## config.mk

```make
export PLATFORM = sky130hd
export DESIGN_NAME = tempo_clock_with_meter_divisions_core
export DESIGN_NICKNAME = d
export VERILOG_FILES = /design/src/rtl/tcmd_pkg.sv /design/src/rtl/tcmd_cfg.sv /design/src/rtl/tcmd_core.sv /design/src/rtl/tempo_clock_with_meter_divisions_core.sv
export VERILOG_INCLUDE_DIRS = /design/src /design/src/rtl
export SDC_FILE = /design/constraint.sdc
export NUM_CORES = 1
export LEC_CHECK = 0
export BUFFER_PORTS_ARGS = -buffer_cell sky130_fd_sc_hd__buf_2
export CAP_MARGIN = 20
export CORE_MARGIN = 2
export CORE_UTILIZATION = 58
export CTS_CLUSTER_SIZE = 28
export DETAILED_ROUTE_END_ITERATION = 10
export GPL_TIMING_DRIVEN = 0
export PLACE_DENSITY = 0.79
export REMOVE_ABC_BUFFERS = 1
export SKIP_LAST_GASP = 1
export SLEW_MARGIN = 20
export SYNTH_ARGS = -nofsm -noshare
export SYNTH_HDL_FRONTEND = slang
export SYNTH_HIERARCHICAL = 1
export SYNTH_SLANG_ARGS = --single-unit
```

## constraint.sdc

```tcl
create_clock -name clk -period 12.7 [get_ports clk]
set_clock_uncertainty 0.05 [all_clocks]
set_input_delay 0.635 -clock clk [delete_from_list [all_inputs] [get_ports clk]]
set_output_delay 0.635 -clock clk [all_outputs]
set_load 0.005 [all_outputs]
```

## src/rtl/tempo_clock_with_meter_divisions_core_defines.svh

```systemverilog
// Assertion macros shared by the tempo clock RTL.
// Both expect clk and rst_n in scope; checks are off while reset is held.
`ifndef TEMPO_CLOCK_WITH_METER_DIVISIONS_CORE_DEFINES_SVH
`define TEMPO_CLOCK_WITH_METER_DIVISIONS_CORE_DEFINES_SVH

// Condition holds on every clock edge.
`define TCMD_ASSERT_ALWAYS(label, cond, msg) \
  label: assert property (@(posedge clk) disable iff (!rst_n) (cond)) else $error(msg);

// Antecedent on one edge implies consequent on the next edge.
`define TCMD_ASSERT_NEXT(label, ante, cons, msg) \
  label: assert property (@(posedge clk) disable iff (!rst_n) (ante) |=> (cons)) else $error(msg);

`endif

```

## src/rtl/tcmd_pkg.sv

```systemverilog
`timescale 1ns / 1ps
`default_nettype none

package tcmd_pkg;

  // Configuration register indexes
  typedef enum logic [1:0] {
    CFG_TEMPO_BPM         = 2'd0,
    CFG_METER_TOP         = 2'd1,
    CFG_METER_BOTTOM_CODE = 2'd2,
    CFG_SAMPLE_RATE_HZ    = 2'd3
  } cfg_idx_t;

  // Denominator codes: denominator is 2^(code+1)
  typedef enum logic [1:0] {
    METER_HALF      = 2'd0,
    METER_QUARTER   = 2'd1,
    METER_EIGHTH    = 2'd2,
    METER_SIXTEENTH = 2'd3
  } meter_code_t;

  typedef enum logic [1:0] {
    EDGE_UNKNOWN = 2'd0,
    EDGE_LOW     = 2'd1,
    EDGE_HIGH    = 2'd2
  } edge_st_t;

  localparam int unsigned CFG_DATA_W   = 18;
  localparam int unsigned TDATA_W      = 8;
  localparam int unsigned MOD_W        = 24;   // 60 * max sample rate
  localparam logic [1:0]  EIGHTH_LIMIT = 2'd2;
  localparam logic [2:0]  MULT_SIMPLE  = 3'd4;
  localparam logic [2:0]  MULT_COMPOUND = 3'd6;
  localparam logic [5:0]  BAR_DEFAULT  = 6'd16;

  localparam logic signed [1:0] LEVEL_HIGH = 2'sb01;
  localparam logic signed [1:0] LEVEL_LOW  = 2'sb11;
  localparam logic signed [1:0] LEVEL_OFF  = 2'sb00;

  typedef struct packed {
    logic [7:0]  tempo_bpm;
    logic [3:0]  meter_top;
    logic [1:0]  meter_bottom_code;
    logic [17:0] sample_rate_hz;
  } cfg_t;

  typedef struct packed {
    logic signed [1:0] sixteenth_level;
    logic              eighth_gate;
    logic              beat_gate;
    logic              bar_gate;
    logic              run_lamp;
    logic              reset_lamp;
  } res_t;

  typedef struct packed {
    edge_st_t st;
    logic     fire;
  } edge_res_t;

  // Edge detector: from unknown the first level only sets the state.
  function automatic edge_res_t edge_step(edge_st_t st, logic level_high);
    edge_res_t r;
    r.st   = st;
    r.fire = 1'b0;
    case (st)
      EDGE_LOW: begin
        if (level_high) begin
          r.st   = EDGE_HIGH;
          r.fire = 1'b1;
        end
      end
      EDGE_HIGH: begin
        if (!level_high) r.st = EDGE_LOW;
      end
      default: begin
        r.st = level_high ? EDGE_HIGH : EDGE_LOW;
      end
    endcase
    return r;
  endfunction

  // Wrap counter: bump on edge unless past limit, clear at or above limit.
  function automatic logic [5:0] count_step(logic [5:0] cnt, logic [5:0] lim, logic ev);
    logic [6:0] v;
    v = {1'b0, cnt};
    if (ev && (cnt <= lim)) v = v + 7'd1;
    if (v >= {1'b0, lim}) v = 7'd0;
    return v[5:0];
  endfunction

  function automatic logic div_by_3(logic [3:0] v);
    logic r;
    case (v)
      4'd0, 4'd3, 4'd6, 4'd9, 4'd12, 4'd15: r = 1'b1;
      default: r = 1'b0;
    endcase
    return r;
  endfunction

endpackage

`default_nettype wire

```

## src/rtl/tcmd_cfg.sv

```systemverilog
`timescale 1ns / 1ps
`default_nettype none

module tcmd_cfg (
  input  wire logic                           clk,
  input  wire logic                           rst_n,
  input  wire logic                           wr_en,
  input  wire tcmd_pkg::cfg_idx_t             wr_index,
  input  wire logic [tcmd_pkg::CFG_DATA_W-1:0] wr_data,
  output tcmd_pkg::cfg_t                      cfg
);
  import tcmd_pkg::*;

  cfg_t cfg_r;

  always_ff @(posedge clk) begin
    if (!rst_n) begin
      cfg_r.tempo_bpm         <= 8'd120;
      cfg_r.meter_top         <= 4'd4;
      cfg_r.meter_bottom_code <= METER_QUARTER;
      cfg_r.sample_rate_hz    <= 18'd44100;
    end else if (wr_en) begin
      case (wr_index)
        CFG_TEMPO_BPM:         cfg_r.tempo_bpm         <= wr_data[7:0];
        CFG_METER_TOP:         cfg_r.meter_top         <= wr_data[3:0];
        CFG_METER_BOTTOM_CODE: cfg_r.meter_bottom_code <= wr_data[1:0];
        CFG_SAMPLE_RATE_HZ:    cfg_r.sample_rate_hz    <= wr_data[17:0];
        default: ;
      endcase
    end
  end

  assign cfg = cfg_r;

endmodule

`default_nettype wire

```

## src/rtl/tcmd_core.sv

```systemverilog
`timescale 1ns / 1ps
`default_nettype none

`include "tempo_clock_with_meter_divisions_core_defines.svh"

// Per-tick state update: run toggle, meter decode, phase step, division counters.
module tcmd_core #(
  parameter int unsigned PHASE_BITS = 24
) (
  input  wire logic           clk,
  input  wire logic           rst_n,
  input  wire logic           step_en,
  input  wire logic           run_button,
  input  wire logic           clear_button,
  input  wire tcmd_pkg::cfg_t cfg,
  output tcmd_pkg::res_t      res
);
  import tcmd_pkg::*;

  localparam int unsigned SW = ((PHASE_BITS > MOD_W) ? PHASE_BITS : MOD_W) + 1;
  localparam int unsigned CW = SW + 1;

  logic [PHASE_BITS-1:0] phase_r, phase_nxt;
  logic                  run_flag_r, run_flag_nxt;
  edge_st_t              run_edge_r, run_edge_nxt;
  edge_st_t              clk_edge_r, clk_edge_nxt;
  logic [1:0]            eighth_count_r, eighth_count_nxt;
  logic [2:0]            beat_count_r, beat_count_nxt;
  logic [5:0]            bar_count_r, bar_count_nxt;
  logic [2:0]            beat_limit_r, beat_limit_nxt;
  logic [5:0]            bar_limit_r, bar_limit_nxt;
  logic [2:0]            rate_mult_r, rate_mult_nxt;

  edge_res_t   run_e, clk_e;
  logic [17:0] rate;
  logic [23:0] modulus;
  logic [22:0] half;
  logic [10:0] delta_raw, delta;
  logic [SW-1:0] sum, sub1, sub2;
  logic        high;
  logic [1:0]  eighth_base;
  logic [2:0]  beat_base;
  logic [5:0]  bar_base;

  function automatic logic [PHASE_BITS-1:0] phase_nxt_w(logic [SW-1:0] v);
    return v[PHASE_BITS-1:0];
  endfunction

  always_comb begin
    run_e        = edge_step(run_edge_r, run_button);
    run_edge_nxt = run_e.st;
    run_flag_nxt = run_flag_r ^ run_e.fire;

    eighth_base = clear_button ? 2'd0 : eighth_count_r;
    beat_base   = clear_button ? 3'd0 : beat_count_r;
    bar_base    = clear_button ? 6'd0 : bar_count_r;

    // Meter decode; unsupported combinations keep the old limits
    rate_mult_nxt  = rate_mult_r;
    beat_limit_nxt = beat_limit_r;
    bar_limit_nxt  = bar_limit_r;
    case (meter_code_t'(cfg.meter_bottom_code))
      METER_HALF: begin
        if (cfg.meter_top == 4'd2) begin
          rate_mult_nxt  = MULT_SIMPLE;
          beat_limit_nxt = MULT_SIMPLE;
          bar_limit_nxt  = BAR_DEFAULT;
        end
      end
      METER_QUARTER: begin
        rate_mult_nxt  = MULT_SIMPLE;
        beat_limit_nxt = MULT_SIMPLE;
        bar_limit_nxt  = {cfg.meter_top, 2'b00};
      end
      METER_EIGHTH: begin
        // (top/3)*6 equals top*2 when top divides by three
        bar_limit_nxt = {1'b0, cfg.meter_top, 1'b0};
        if (div_by_3(cfg.meter_top)) begin
          rate_mult_nxt  = MULT_COMPOUND;
          beat_limit_nxt = MULT_COMPOUND;
        end else begin
          rate_mult_nxt  = MULT_SIMPLE;
          beat_limit_nxt = MULT_SIMPLE;
        end
      end
      default: ;
    endcase

    rate      = (cfg.sample_rate_hz == 18'd0) ? 18'd1 : cfg.sample_rate_hz;
    modulus   = (24'(rate) << 6) - (24'(rate) << 2);
    half      = (23'(rate) << 5) - (23'(rate) << 1);
    delta_raw = (11'(cfg.tempo_bpm) << 2) +
                ((rate_mult_nxt == MULT_COMPOUND) ? (11'(cfg.tempo_bpm) << 1) : 11'd0);
    delta     = (23'(delta_raw) > half) ? half[10:0] : delta_raw;

    sum  = SW'(phase_r) + SW'(delta);
    sub1 = (sum >= SW'(modulus)) ? (sum - SW'(modulus)) : sum;
    sub2 = (sub1 >= SW'(modulus)) ? '0 : sub1;
    high = (CW'({phase_nxt_w(sub2), 1'b0}) < CW'(modulus));

    clk_e = edge_step(clk_edge_r, high);

    res.run_lamp   = run_flag_nxt;
    res.reset_lamp = clear_button;

    if (run_flag_nxt) begin
      phase_nxt        = sub2[PHASE_BITS-1:0];
      clk_edge_nxt     = clk_e.st;
      eighth_count_nxt = 2'(count_step(6'(eighth_base), 6'(EIGHTH_LIMIT), clk_e.fire));
      beat_count_nxt   = 3'(count_step(6'(beat_base), 6'(beat_limit_nxt), clk_e.fire));
      bar_count_nxt    = count_step(bar_base, bar_limit_nxt, clk_e.fire);
      res.sixteenth_level = high ? LEVEL_HIGH : LEVEL_LOW;
      res.eighth_gate  = (eighth_count_nxt == 2'd0);
      res.beat_gate    = (beat_count_nxt == 3'd0);
      res.bar_gate     = (bar_count_nxt == 6'd0);
    end else begin
      // Stopped: phase, clock edge state and limits hold
      phase_nxt        = phase_r;
      clk_edge_nxt     = clk_edge_r;
      rate_mult_nxt    = rate_mult_r;
      beat_limit_nxt   = beat_limit_r;
      bar_limit_nxt    = bar_limit_r;
      eighth_count_nxt = 2'd0;
      beat_count_nxt   = 3'd0;
      bar_count_nxt    = 6'd0;
      res.sixteenth_level = LEVEL_OFF;
      res.eighth_gate  = 1'b0;
      res.beat_gate    = 1'b0;
      res.bar_gate     = 1'b0;
    end
  end

  always_ff @(posedge clk) begin
    if (!rst_n) begin
      phase_r        <= '0;
      run_flag_r     <= 1'b1;
      run_edge_r     <= EDGE_UNKNOWN;
      clk_edge_r     <= EDGE_UNKNOWN;
      eighth_count_r <= 2'd0;
      beat_count_r   <= 3'd0;
      bar_count_r    <= 6'd0;
      beat_limit_r   <= MULT_SIMPLE;
      bar_limit_r    <= BAR_DEFAULT;
      rate_mult_r    <= MULT_SIMPLE;
    end else if (step_en) begin
      phase_r        <= phase_nxt;
      run_flag_r     <= run_flag_nxt;
      run_edge_r     <= run_edge_nxt;
      clk_edge_r     <= clk_edge_nxt;
      eighth_count_r <= eighth_count_nxt;
      beat_count_r   <= beat_count_nxt;
      bar_count_r    <= bar_count_nxt;
      beat_limit_r   <= beat_limit_nxt;
      bar_limit_r    <= bar_limit_nxt;
      rate_mult_r    <= rate_mult_nxt;
    end
  end

  // Multiplier and beat length are always decoded together
  `TCMD_ASSERT_ALWAYS(a_mult_matches_beat, rate_mult_r == beat_limit_r, "rate multiplier differs from beat limit")
  `TCMD_ASSERT_ALWAYS(a_beat_limit_legal, beat_limit_r == MULT_SIMPLE || beat_limit_r == MULT_COMPOUND, "beat limit not 4 or 6")
  `TCMD_ASSERT_ALWAYS(a_eighth_in_range, eighth_count_r < EIGHTH_LIMIT, "eighth counter past its limit")

endmodule

`default_nettype wire

```

## src/rtl/tempo_clock_with_meter_divisions_core.sv

```systemverilog
`timescale 1ns / 1ps
`default_nettype none

`include "tempo_clock_with_meter_divisions_core_defines.svh"

// Channel | dir | tdata / payload                          | tuser
// --------+-----+------------------------------------------+------
// in_     | in  | [0] run_button, [1] clear_button          | none
// out_    | out | [1:0] sixteenth_level, [2] eighth_gate,   | none
//         |     | [3] beat_gate, [4] bar_gate,              |
//         |     | [5] run_lamp, [6] reset_lamp              |
// cfg_    | in  | cfg_index (register), cfg_data (value)    | none
//
// One request per cycle sustained while out_tready is high; a tick taken passes
// the input register, then the result register, before it reaches out_.
// Each tick's full update (meter decode, phase add and three modulus
// compares, edge detect, counters) runs combinationally between those registers.
// Reset is synchronous on rst_n: running, phase zero, counters zero, 4/4 defaults.
// A stalled result register holds; one more request waits in the input register.
// cfg_ready is always high; writes are meant for idle periods only.
module tempo_clock_with_meter_divisions_core #(
  parameter int unsigned PHASE_BITS = 24
) (
  input  wire logic                               clk,
  input  wire logic                               rst_n,
  // in_tdata: [0] run_button, [1] clear_button, [7:2] zero
  input  wire logic                               in_tvalid,
  output      logic                               in_tready,
  input  wire logic [tcmd_pkg::TDATA_W-1:0]       in_tdata,
  // out_tdata: [1:0] sixteenth_level, [2] eighth_gate, [3] beat_gate,
  //            [4] bar_gate, [5] run_lamp, [6] reset_lamp, [7] zero
  output      logic                               out_tvalid,
  input  wire logic                               out_tready,
  output      logic [tcmd_pkg::TDATA_W-1:0]       out_tdata,
  input  wire logic                               cfg_valid,
  output      logic                               cfg_ready,
  input  wire logic [1:0]                         cfg_index,
  input  wire logic [tcmd_pkg::CFG_DATA_W-1:0]    cfg_data
);
  import tcmd_pkg::*;

  // Input register
  logic in_valid_r;
  logic run_btn_r;
  logic rst_btn_r;
  // Result register
  logic out_valid_r;
  res_t out_res_r;

  logic adv;     // tick in input register moves into result register
  cfg_t cfg;
  res_t res;

  assign adv       = in_valid_r && (!out_valid_r || out_tready);
  assign in_tready = !in_valid_r || adv;
  assign cfg_ready = 1'b1;

  always_ff @(posedge clk) begin
    if (!rst_n) begin
      in_valid_r <= 1'b0;
    end else if (in_tready) begin
      in_valid_r <= in_tvalid;
    end
  end

  always_ff @(posedge clk) begin
    if (in_tvalid && in_tready) begin
      run_btn_r <= in_tdata[0];
      rst_btn_r <= in_tdata[1];
    end
  end

  always_ff @(posedge clk) begin
    if (!rst_n) begin
      out_valid_r <= 1'b0;
    end else if (adv) begin
      out_valid_r <= 1'b1;
    end else if (out_tready) begin
      out_valid_r <= 1'b0;
    end
  end

  always_ff @(posedge clk) begin
    if (adv) out_res_r <= res;
  end

  tcmd_cfg u_cfg (
    .clk      (clk),
    .rst_n    (rst_n),
    .wr_en    (cfg_valid && cfg_ready),
    .wr_index (cfg_idx_t'(cfg_index)),
    .wr_data  (cfg_data),
    .cfg      (cfg)
  );

  tcmd_core #(
    .PHASE_BITS (PHASE_BITS)
  ) u_core (
    .clk          (clk),
    .rst_n        (rst_n),
    .step_en      (adv),
    .run_button   (run_btn_r),
    .clear_button (rst_btn_r),
    .cfg          (cfg),
    .res          (res)
  );

  assign out_tvalid = out_valid_r;
  assign out_tdata  = {1'b0,
                       out_res_r.reset_lamp,
                       out_res_r.run_lamp,
                       out_res_r.bar_gate,
                       out_res_r.beat_gate,
                       out_res_r.eighth_gate,
                       out_res_r.sixteenth_level};

  // A held tick is never dropped while the result side stalls
  `TCMD_ASSERT_NEXT(a_in_hold, in_valid_r && !adv, in_valid_r, "input register lost a waiting tick")
  `TCMD_ASSERT_NEXT(a_adv_fills_out, adv, out_valid_r, "advanced tick missing from result register")
  // While stopped the level and all gates are forced low
  `TCMD_ASSERT_ALWAYS(a_stopped_quiet, !out_valid_r || out_res_r.run_lamp || out_tdata[4:0] == 5'd0, "gates active while stopped")

endmodule

`default_nettype wire
```

==> run summary <==
The net total in the final layout came out at approximately 1,500. The I/O pin count is between 40 and 50. Following the worst setup path forward leads to its endpoint at out_tdata[4]. The number of buffers inserted during clock tree synthesis came out at 9. The top cell type by area accounts for ~18% of the synthesized area. The number of hold-slack violations in the final timing report is 0. The clock tree synthesis step divided the H-tree into 3 levels.

The sum of negative setup slack is -13.97 ns. The detailed-route vias per instance came out at between 6 and 7. Among cell families on the critical path, the largest total delay comes from compound AO/OA/AOI/OAI gates. Of all cell types, the one taking the most synthesized area is ha_1. The via count of the first global-routing pass came out at approximately 9,500. STA classifies the critical path endpoint as a register.

For this run, the total global-route usage over all layers was measured as between 30% and 40%. Yosys attributes the largest share of cell area to ha_1 18%, dfxtp_1 18%, nand2_1 4.5%. Counting both buffers and inverters, the worst setup path holds a total of 6. The kind of start point of the critical path is a register.

The clock-pin slew on the worst setup and hold paths came out at around 0.070 ns. For the worst-skew pair, the clock arrives at the later sink with an insertion delay of 0.36 ns. The transition time at the pin with the least slew margin came out at about 1.0 ns. The worst path uses 111% of the clock period.

The clock net sink count came out at 94. The reg-to-reg startpoint is u_cfg/cfg[20]. The largest incremental delay on the critical path came out at roughly 0.42 ns. The number of cells on the worst reg-to-reg path came out at 70. The finished cells cover around 12,000 µm². The worst slack on hold paths came out at between 0.4 and 0.5 ns. The Yosys step of the flow raised 6 warnings. The cell area after synthesis is around 9600 µm². The maximum number of pins on one net before global-route repair is 62. The core utilization of the finished layout is between 70 and 80%. ha_1 is the most common cell in the netlist. The largest individual stage delay along the critical path comes from the cell or3_4. The predominant post-synthesis flop cell is dfxtp_1. The wire length reported by the detailed router came out at between 30,000 and 40,000 µm.

The maximum operating frequency came out at 71.2 MHz. The share of cells above drive strength 1 is approximately a quarter. The count of routing violations after the opening detailed-route iteration came out at ~900.

From bottom edge to top edge, the die measures approximately 130 µm. The cell area power density came out at 82.8 nW/µm². The vias after detailed routing came out at 9,949. For this design, the CTS-stage hold fixing added 0 buffers. The first detailed-routing pass took 8 iterations. The worst hold path begins at in_tdata[0]. Counting flops with a built-in enable in the synthesized netlist gives 9. The required time at the endpoint of the critical path came out at 12.74 ns.

In this design, the critical path's most frequently occurring cell is a21oi_2. The synthesized design contains between 90 and 100 register bits. The final critical delay including setup and external delays came out at 14.05 ns.

The die width is roughly 130 µm. The number of input and output port buffers inserted came out at 35. The number of nets with antenna violations after detailed routing came out at 0. Across all setup checks in the final design, the least slack found is -1.35 ns. For this run, design rule violations remaining after detail routing come to 0. In the synthesized netlist, the cells that appear most often are 137 x ha_1, 115 x nand2_1, 85 x dfxtp_1, 80 x inv_1, 77 x a21oi_1. The routed wirelength normalized by instance count is between 15 and 20 µm. The setup check on the worst reg-to-reg path leaves a slack of -1.35 ns. The count of fill cells added during filler insertion is roughly 1,100. The half-perimeter wire length of the detailed placement result came out at 17,800 µm. The final count of pins violating max slew is 0. Summed over all cells, the static leakage comes to 5.43 nW. The root buffer selected by CTS is clkbuf_16.

The area of the die is roughly 18,000 µm². The critical path data arrival time came out at around 14 ns. Once the floorplan was initialized, standard cells occupied between 50% and 60% of the core. The number of antenna cells inserted came out at 0. The final count of negative-setup-slack endpoints came out at 13. The area of the core is ~16,000 µm². In the synthesized netlist the async set-or-reset flop fraction comes to 0%. The worst-path maximum fanout is 8.

The cell count after synthesis came out at 1,202. The flow ran to the end, but the final reports show violations. The wire length of the first global-routing pass is about 46,000 µm. The sum of overflow across all layers after global routing is 0. The average size of a mapped cell came out at between 8 and 9 µm². The number of library cell types mapped by synthesis came out at roughly 90.

TritonCTS built the clock tree. The placed cell area is 9870 µm². The initial antenna violation count came out at 0. The row count is 47.

The maximum ir drop on the vdd rail is just over 0.08 mV. The total power draw came out at approximately 0.00099 W. For this run, the register share of the synthesized area comes to between 20% and 30%. Routability-driven placement finished with a final weighted congestion of 0.892. The checks that failed: negative setup slack.

The area added between synthesis and finish came out at 23.9%. The start point of the critical path is u_cfg/cfg[20]. Setup repair after global routing could not meet its margin everywhere. The type of the worst setup path is register to register. The maximum clock path buffer count came out at 2. The remaining max-slew budget at the tightest pin came out at 31.9%. Max-cap violations in this run came to 0. The end of the worst register-to-register path is out_tdata[4]. In this run the worst hold path is classified as input port to register. The critical path crosses 70 cells after its start point.
worst register-to-register path: cells and delay by family, from the launching register on:
family / cells / cell delay [ns]
DFF: 1 / 0.34
AOI/OAI and AO/OA: 36 / 6.87
muxes: 2 / 0.49
adders and majority gates: 7 / 2.04
buffers and inverters: 6 / 0.94
xor gates and xnor gates: 2 / 0.26
and+or+nand+nor: 17 / 2.77
cell families (layout without fill, tap and decap cells):
group | Yosys count | count (layout) | synth area share [%]
and+or+nand+nor | 408 | 408 | 22.6
AOI/OAI and AO/OA | 316 | 318 | 22.0
adders and majority gates | 140 | 140 | 18.4
buffers and inverters | 132 | 228 | 5.68
DFF | 94 | 94 | 20.5
xor gates and xnor gates | 66 | 66 | 6.08
muxes | 44 | 44 | 4.69
other | 2 | 2 | 0.0780
worst min path at each step:
stage | to | cells past startpoint
floorplan | u_core/phase_r[10] | 2
global placement | u_core/phase_r[4] | 2
detailed placement | u_core/beat_limit_r[1] | 2
CTS | run_btn_r | 1
global route | run_btn_r | 1
finish | run_btn_r | 1
through the flow:
step / cells / worst slack [ns]
global route: 1520 / -1.79
global placement: 1405 / -4.96
floorplan: 1150 / -1.65
detailed placement: 1408 / -4.38
finish: 1520 / -1.35
CTS: 1497 / -0.649
sequential cells by signal, indices dropped and copies added (netlist names):
signal                 count
u_core/run_edge_r          2
out_tdata                  7
u_cfg/cfg                 32
in_valid_r                 1
u_core/beat_limit_r        3
u_core/beat_count_r        3
u_core/phase_r            23
u_core/run_flag_r          1
run_btn_r                  1
out_tvalid                 1
rst_btn_r                  1
u_core/eighth_count_r      2
u_core/clk_edge_r          2
u_core/bar_limit_r         6
u_core/rate_mult_r         3
u_core/bar_count_r         6
cells in the final DEF (no fill, tap or decap), types with 19 or more instances in the layout:
cell      Yosys  routed
ha_1        137     114
nand4_1      24      24
dfxtp_1      85      83
a21oi_1      77      48
a21oi_2       2      27
o21ai_0      70      56
nor2_1       73      66
a21o_1       28      26
mux2i_1      38      33
nand2_1     115     113
o211ai_1     19      19
buf_2         8      35
nor2b_1      44      40
xnor2_1      43      29
buf_4         9      83
xor2_1       22      20
inv_1        80      71
repair_timing:
action / in CTS / in global routing
pin swaps: 61 / 72
resized for setup: 144 / 72
setup endpoints to repair: 39 / 16
cloned: 3 / 0
buffers inserted: 71 / 23
power breakdown:
part           switching (W)  internal, W  total (W)
Combinational       0.000227     0.000162   0.000390
Sequential         0.0000102     0.000309   0.000319
Clock               0.000126     0.000153   0.000279
Total               0.000363     0.000625   0.000988
layer usage:
| layer | vias up | wire length [µm] | GRT usage [%] |
|---|---|---|---|
| met3 | 170 | 2540 | 5.21 |
| met4 | 0 | 1640 | 15.9 |
| met1 | 4660 | 11700 | 39.0 |
| li1 | 4543 | - | - |
| met2 | 576 | 14100 | 53.2 |
| met5 | - | 0 | 0 |
final cells by class:
class / instances / area [µm²] / area share (%)
inverters: 80 / 300 / 2.52
well taps: 220 / 275 / 2.31
clock inverters: 7 / 71.3 / 0.598
clock buffers: 9 / 225 / 1.89
flip-flops and latches: 94 / 1980 / 16.6
repair buffers: 132 / 1000 / 8.40
multi-input cells: 978 / 8080 / 67.7
No activity file was read; power rests on OpenSTA's default activity.
